### src/hw/rtl/swd_pkg.sv
// Shared types, constants and functions of the six-word dictionary codec.
package swd_pkg;

  // Table geometry
  localparam int TABLE_ENTRIES = 2048;
  localparam int IDX_W         = $clog2(TABLE_ENTRIES);
  localparam int SRCH_W        = IDX_W + 1;              // probe index incl. overflow bit
  localparam int STEP_W        = $clog2(IDX_W + 1);
  localparam int CHARS_W       = 32;
  localparam int LEN_W         = 3;
  localparam int ENTRY_W       = CHARS_W + LEN_W;
  localparam int POS_W         = 3;
  localparam int VALUE_W       = 64;
  localparam int REQ_W         = 2;
  localparam int ENC_K_W       = 3;

  // Binary search constants
  localparam logic [SRCH_W-1:0] MID_IDX   = SRCH_W'(TABLE_ENTRIES / 2);
  localparam logic [STEP_W-1:0] LAST_STEP = STEP_W'(IDX_W);
  localparam logic [STEP_W-1:0] HALF_LAST = STEP_W'(IDX_W - 1);

  // Request codes
  localparam logic [REQ_W-1:0] REQ_LOAD   = 2'd0;
  localparam logic [REQ_W-1:0] REQ_QUERY  = 2'd1;
  localparam logic [REQ_W-1:0] REQ_ENCODE = 2'd2;

  // Phrase positions and lengths
  localparam logic [POS_W-1:0]   POS_FIRST = 3'd0;
  localparam logic [POS_W-1:0]   POS_LAST  = 3'd5;
  localparam logic [LEN_W-1:0]   LEN_EMPTY = 3'd0;
  localparam logic [LEN_W-1:0]   LEN_FULL  = 3'd4;
  localparam logic [ENC_K_W-1:0] ENC_LAST  = 3'd5;

  typedef enum logic [1:0] {
    ST_IDLE,
    ST_SEARCH,
    ST_QRES,
    ST_ENC
  } state_t;

  typedef enum logic [1:0] {
    ORD_LT,
    ORD_EQ,
    ORD_GT
  } ord_t;

  // Request from the top level to the phrase accumulator
  typedef struct packed {
    logic             update;
    logic [POS_W-1:0] pos;
    logic             found;
    logic [IDX_W-1:0] idx;
  } phr_req_t;

  typedef struct packed {
    logic [VALUE_W-1:0] value;
    logic               ok;
  } phr_res_t;

  // Keep only the first len characters; lengths above four keep all
  function automatic logic [CHARS_W-1:0] swd_mask(input logic [CHARS_W-1:0] c,
                                                  input logic [LEN_W-1:0]   len);
    logic [CHARS_W-1:0] m;
    unique case (len)
      3'd0:    m = '0;
      3'd1:    m = {c[31:24], 24'd0};
      3'd2:    m = {c[31:16], 16'd0};
      3'd3:    m = {c[31:8], 8'd0};
      default: m = c;
    endcase
    return m;
  endfunction

  // Dictionary order of a query against a stored entry
  function automatic ord_t swd_order(input logic [CHARS_W-1:0] qc,
                                     input logic [LEN_W-1:0]   ql,
                                     input logic [ENTRY_W-1:0] entry);
    logic [LEN_W-1:0]   tl;
    logic [CHARS_W-1:0] tc;
    logic [CHARS_W-1:0] qm;
    logic               qg;
    logic               tg;
    ord_t               o;
    tl = entry[LEN_W-1:0];
    tc = swd_mask(entry[ENTRY_W-1:LEN_W], tl);
    qm = swd_mask(qc, ql);
    qg = (ql == LEN_FULL);
    tg = (tl == LEN_FULL);
    if (tl == LEN_EMPTY) begin
      o = ORD_GT;
    end else if (qg != tg) begin
      o = qg ? ORD_GT : ORD_LT;
    end else if (qm != tc) begin
      o = (qm > tc) ? ORD_GT : ORD_LT;
    end else if (ql != tl) begin
      o = (ql > tl) ? ORD_GT : ORD_LT;
    end else begin
      o = ORD_EQ;
    end
    return o;
  endfunction

  // Sum of the 32 two-bit pairs, modulo four
  function automatic logic [1:0] swd_parity(input logic [VALUE_W-1:0] v);
    logic [VALUE_W/2-1:0] lo;
    logic [VALUE_W/2-1:0] hi;
    logic [6:0]           cl;
    logic [6:0]           ch;
    for (int i = 0; i < VALUE_W / 2; i++) begin
      lo[i] = v[2*i];
      hi[i] = v[2*i+1];
    end
    cl = 7'($countones(lo));
    ch = 7'($countones(hi));
    return cl[1:0] + {ch[0], 1'b0};
  endfunction

  // Table index of the k-th word of an encoded value
  function automatic logic [IDX_W-1:0] swd_enc_idx(input logic [VALUE_W-1:0] v,
                                                   input logic [ENC_K_W-1:0] k);
    logic [IDX_W-1:0] r;
    unique case (k)
      3'd0:    r = v[63:53];
      3'd1:    r = v[52:42];
      3'd2:    r = v[41:31];
      3'd3:    r = v[30:20];
      3'd4:    r = v[19:9];
      default: r = {v[8:0], swd_parity(v)};
    endcase
    return r;
  endfunction

endpackage

### src/hw/rtl/swd_phrase.sv
// Six-word phrase accumulator: merges query indices and checks parity.
module swd_phrase import swd_pkg::*; (
  input  logic     clk,
  input  logic     rst_n,
  input  phr_req_t req,
  output phr_res_t res
);

  logic [VALUE_W-1:0] acc_r, acc_nxt;
  logic               flag_r, flag_nxt;

  // Next accumulator and flag for the word at req.pos
  always_comb begin
    acc_nxt  = acc_r;
    flag_nxt = flag_r;
    unique case (req.pos)
      POS_FIRST: begin
        acc_nxt  = req.found ? {req.idx, 53'd0} : '0;
        flag_nxt = req.found;
      end
      3'd1: begin
        if (req.found) acc_nxt = acc_r | {11'd0, req.idx, 42'd0};
        flag_nxt = flag_r & req.found;
      end
      3'd2: begin
        if (req.found) acc_nxt = acc_r | {22'd0, req.idx, 31'd0};
        flag_nxt = flag_r & req.found;
      end
      3'd3: begin
        if (req.found) acc_nxt = acc_r | {33'd0, req.idx, 20'd0};
        flag_nxt = flag_r & req.found;
      end
      3'd4: begin
        if (req.found) acc_nxt = acc_r | {44'd0, req.idx, 9'd0};
        flag_nxt = flag_r & req.found;
      end
      POS_LAST: begin
        if (req.found) acc_nxt = acc_r | {55'd0, req.idx[IDX_W-1:2]};
        flag_nxt = flag_r & req.found;
      end
      default: ;  // beyond the phrase: lookup only
    endcase
  end

  // Report at the sixth word only
  always_comb begin
    res.value = (req.pos == POS_LAST) ? acc_nxt : '0;
    res.ok    = (req.pos == POS_LAST) && flag_nxt && req.found &&
                (swd_parity(acc_nxt) == req.idx[1:0]);
  end

  always_ff @(posedge clk) begin
    if (!rst_n) begin
      acc_r  <= '0;
      flag_r <= 1'b1;
    end else if (req.update) begin
      acc_r  <= acc_nxt;
      flag_r <= flag_nxt;
    end
  end

endmodule

### config.mk
export PLATFORM = sky130hd
export DESIGN_NAME = swd_phrase
export DESIGN_NICKNAME = d
export VERILOG_FILES = /design/src/hw/rtl/swd_pkg.sv /design/src/hw/rtl/swd_phrase.sv
export SDC_FILE = /design/constraint.sdc
export NUM_CORES = 1
export LEC_CHECK = 0
export ABC_AREA = 1
export BUFFER_PORTS_ARGS = -buffer_cell sky130_fd_sc_hd__clkbuf_2
export CAP_MARGIN = 10
export CORE_ASPECT_RATIO = 0.5
export CORE_MARGIN = 2
export CORE_UTILIZATION = 55
export CTS_CLUSTER_SIZE = 10
export DETAILED_ROUTE_END_ITERATION = 6
export PLACE_DENSITY = 0.76
export RECOVER_POWER = 50
export SLEW_MARGIN = 20
export SYNTH_ARGS = -nofsm -noshare
export SYNTH_HDL_FRONTEND = slang
export SYNTH_SLANG_ARGS = --single-unit
### constraint.sdc
create_clock -name clk -period 10.5 [get_ports clk]
set_input_delay 1.575 -clock clk [delete_from_list [all_inputs] [get_ports clk]]
set_output_delay 1.575 -clock clk [all_outputs]
set_load 0.02 [all_outputs]
# After elaboration in Yosys (flattened, before gate mapping)
# Cells that the tools add are included.
[totals] ff_bits=65 inputBits=18 output_inout_bits=65 word_cells=91
[classes] addsub=63 eq_ne=6 n_mux=9 bitwise_logic=6 n_reduce_logical=5
[op_table] cell="64-bit 2-to-1 mux" count=7
[op_table] cell="64-bit one-hot mux with 6 select lines" count=1
[op_table] cell="64-bit by 20-bit OR with 64-bit output" count=1
[op_table] cell="64-bit by 31-bit OR with 64-bit output" count=1
[op_table] cell="64-bit by 42-bit OR with 64-bit output" count=1
[op_table] cell="64-bit by 53-bit OR with 64-bit output" count=1
[op_table] cell="64-bit by 9-bit OR with 64-bit output" count=1
[op_table] cell="1-bit by 1-bit adder with 2-bit output" count=16
[op_table] cell="2-bit adder" count=16
[op_table] cell="1-bit adder" count=31
[op_table] cell="3-bit by 2-bit equality test with 1-bit output (second input constant)" count=2
[op_table] cell="3-bit equality test (second input constant)" count=2
[op_table] cell="5-bit OR reduction" count=1
[op_table] cell="3-bit by 1-bit equality test with 1-bit output (second input constant)" count=1
[op_table] cell="1-bit logical AND" count=3
[op_table] cell="3-bit logical NOT" count=1
[op_table] cell="2-bit equality test" count=1
[op_table] cell="1-bit one-hot mux with 2 select lines" count=1
[op_table] cell="1-bit AND" count=1

# Logic depth before layout (Yosys ltp)
[depth] depth_word=11 depth_mapped=32 ltp_nobuf=28

# Worst setup path after synthesis
# No wires, ideal clock.
[synth_timing] path_type="in2out" startpoint="input req[13] in the netlist's numbering" endpoint="output res[0] in the netlist's numbering" arrival_time_ns=7.160 required_ns=8.925 path_slack_ns=1.765 stages=31 n_path_buf=4 path_cell_list="buf_2 -> nor2_4 -> nand2_2 -> buf_6 -> buf_4 -> clkbuf_1 -> nor2_1 -> a21oi_1 -> inv_1 -> fa_1 -> inv_1 -> fa_1 -> inv_1 -> fa_1 -> inv_1 -> fa_1 -> fa_1 -> inv_1 -> fa_1 -> ha_1 -> xnor2_1 -> nand3_1 -> nand2_1 -> inv_1 -> nand2_1 -> nand2_1 -> nand2_1 -> inv_1 -> nor2_1 -> nand3_1 -> a21oi_1"
[synth_lines] item="start, declared" line="swd_phrase.sv:5" source="input phr_req_t req,"
[synth_lines] item="end, declared" line="swd_phrase.sv:6" source="output phr_res_t res"

==> out/results.md <==
- count of hold buffers inserted by post-cts repair: 0
- static leakage: 2.88 nW
- sort of element at the start of the critical path: primary input
- Final Routed Wirelength: 14.9 mm
- Setup-failing EPs final: 0
- post-synthesis net count: 816
- critical setup path kind: in2out
- Post-synth ARST share: 0%
- Vias per Instance: 5.44
- filler-free cell count of the finished design: 956
- share of total power in the clock network: 35.1%
- Util after Layout: 66.4%
- Seq/Total Area, Yosys: 27.8%
- type of element capturing the critical path: primary output
- met1 Use GR: 46.8%
- peak ir drop on the vdd network: 0.0000885 V
- global placer's final weighted congestion: 0.975
- clock tree from TritonCTS: done
- per-cell routed wire length: 15.6 µm
- die boundary width: 134 µm
- met2 usage: 48.1%
- biggest fanout along the worst timing path: 25
- number of antenna violations at the first check in global routing: 0
- maximum count of clock buffers along a single path: 2
- cells taking the most area after synthesis: sky130_fd_sc_hd__dfxtp_1 28%, sky130_fd_sc_hd__nand2_1 13%, sky130_fd_sc_hd__nor2_1 10%
- synthesis-to-layout area growth: 15.1%
- most numerous cell on the critical path: sky130_fd_sc_hd__fa_1
- Worst Path Required: 8.93 ns
- Final Max Slew Viols: 117
- floorplan die area: 9310 µm²
- core area: 8120 µm²
- Internal Dissipation: 0.000608 W
- leading cell type by number of instances after synthesis: sky130_fd_sc_hd__nand2_1
- warnings from Yosys: 0
- reg2reg start: acc_r[3]
- number of search-and-repair iterations in the first detailed-routing pass: 5
- Post-Syn Instances: 782
- final worst path period share: 90.0%
- ANT cells: 0
- number of placed cells counting well taps: 940
- number of nets in the finished design: 873
- setup tns final: 0 ns
- proportion of layout cells with a drive suffix above 1: 13.4%
- largest net degree at the start of global routing: 76
- clock tree sinks: 65
- count of distinct cell types in the synthesized netlist: 27
- Hold Vio Cnt, Final: 0
- number of buffers added by the clock tree synthesis step: 9
- timing startpoint of the critical path: req[14]
- count of buffers added by post-CTS timing repair for setup: 0
- reported net switching power: 0.000345 W
- share of the synthesized area in the top cell type: 27.8%
- sequential share of power: 28.4%
- layer with the highest usage after global routing: met2
- Die Ht: 69.2 µm
- H-tree lvl count: 3
- cell area after technology mapping: 4680 µm²
- Overflow after GRT: 0
- number of top-level pins: 83
- max-cap violations: 2
- Max Freq: 106 MHz
- slew at the pin with the worst max-slew slack: 2.80 ns
- violations in the final reports: max-capacitance violations, max-slew violations
- type of the tightest min-delay check: reg2reg
- cells resized by post-CTS repair: 0
- average cell area after synthesis: 5.99 µm²
- proportion of total power due to net switching: 36.2%
- standard-cell row count: 23
- part of the total power dissipated in combinational logic: 36.5%
- Vias: 5197
- starting utilization of the core area: 57.7%
- top post-synthesis cells by count: 156 x sky130_fd_sc_hd__nand2_1, 129 x sky130_fd_sc_hd__nor2_1, 125 x sky130_fd_sc_hd__inv_1
- DPL Wire Length: 10.7 mm
- crit path time final: 9.45 ns
- Slew Limit Headroom: -86.9%
- run status: finished, violations left
- post-route clock skew: 0 ns
- Post-synth EDFFs: 0
- master cell of the clock root buffer: sky130_fd_sc_hd__clkbuf_16
- clock latency on the worst-skew pair: 0.33 ns
- post-layout power: 0.000953 W
- number of register bits inferred by synthesis: 65
- overall routing resource usage: 32.6%
- Global Route met3 Usage: 8.55%
- initial DRC count: 560
- Clock transition at path regs: 0.06 ns
- Hold Path Origin: flag_r
- DRC viols: 0
- Max stage delay cell, worst path: sky130_fd_sc_hd__fa_1
- count of input and output buffers: 82
- worst endpoint data arrival time: 7.88 ns
- total power divided by cell area: 177 nW/µm²
- wire length of the first global-routing pass: 23.4 mm
- via count of the first global-routing pass: 4596
- remaining antenna violation count: 0
- Max stage delay on crit path: 0.57 ns
- Synth area leader: sky130_fd_sc_hd__dfxtp_1
- leading register cell type out of synthesis: sky130_fd_sc_hd__dfxtp_1
- unrepaired setup endpoints after global routing: false
-- cells by family after synthesis --
| kind of cell | Yosys count | synth area share [%] |
|---|---|---|
| adders and majority gates | 16 | 6.68 |
| DFF | 65 | 27.8 |
| and+or+nand+nor | 348 | 30.4 |
| xor gates and xnor gates | 10 | 1.87 |
| buffers and inverters | 173 | 14.6 |
| AOI/OAI and AO/OA | 170 | 18.7 |
-- path summary, 6_finish.rpt --
path | end | slack [ns] | depth (start not counted)
hold reg to reg | flag_r | 0.47 | 2
hold / removal | flag_r | 0.47 | 2
setup reg to reg | acc_r[3] | 9.43 | 4
setup / recovery | res[0] | 1.05 | 26
-- per-stage QoR --
step / worst slack (ns) / hold WS [ns] / instance area, µm²
5_1_grt: 0.603 / 0.524 / 5390
4_1_cts: 1.29 / 0.474 / 5410
3_5_place_dp: 1.32 / 0.460 / 5080
2_1_floorplan: 1.77 / 0.441 / 4680
3_3_place_gp: 1.49 / 0.462 / 5080
6_report: 1.05 / 0.472 / 5390
-- layout make-up --
class | instances | area [µm²]
fill | 814 | 2730
sequential | 65 | 1300
clock inverter | 5 | 77.6
multi-input combinational | 544 | 2690
timing repair buffer | 86 | 432
inverter | 133 | 499
clock buffer | 11 | 253
tap | 112 | 140
-- routing by layer --
layer / share of wire, % / vias up / routed length (µm)
li1: - / 2559 / -
met1: 45 / 2332 / 6680
met2: 42 / 269 / 6350
met3: 11 / 37 / 1640
met4: 1.8 / 0 / 264
met5: 0 / - / 0
-- power groups by stage --
stage | combinational, W | sequential [W] | clock [W]
4_1_cts | 0.000339 | 0.000271 | 0.000336
6_report | 0.000348 | 0.000271 | 0.000334
3_5_place_dp | 0.000334 | 0.000276 | 0
3_3_place_gp | 0.000324 | 0.000276 | 0
5_1_grt | 0.000397 | 0.000273 | 0.000348
2_1_floorplan | 0.000266 | 0.000274 | 0
-- critical path, delay by kind of cell --
kind            cells  cell delay, ns
compound gates      2            0.44
xor+xnor            1            0.18
fa+ha+maj           7            3.33
buf+inv             7            1.18
simple gates        9            1.15
-- layout by cell type, fill, tap and decap left out, types with 3 or more instances in the layout --
cell type and n:
sky130_fd_sc_hd__nand3_1 51, sky130_fd_sc_hd__nand2_1 158, sky130_fd_sc_hd__o22ai_1 6, sky130_fd_sc_hd__clkbuf_1 3, sky130_fd_sc_hd__a211oi_1 6, sky130_fd_sc_hd__nand3b_1 3
sky130_fd_sc_hd__dfxtp_1 65, sky130_fd_sc_hd__o21ai_1 8, sky130_fd_sc_hd__a21oi_1 79, sky130_fd_sc_hd__inv_2 8, sky130_fd_sc_hd__xnor2_1 6, sky130_fd_sc_hd__clkbuf_16 9
sky130_fd_sc_hd__nor2_1 129, sky130_fd_sc_hd__clkbuf_2 81, sky130_fd_sc_hd__o21ai_0 71, sky130_fd_sc_hd__inv_1 125, sky130_fd_sc_hd__fa_1 15, sky130_fd_sc_hd__xor2_1 4
-- state kept, by name, summed over array words and instances (netlist names) --
signal / flops
acc_r: 64
flag_r: 1
(Power assumes the default switching activity.)
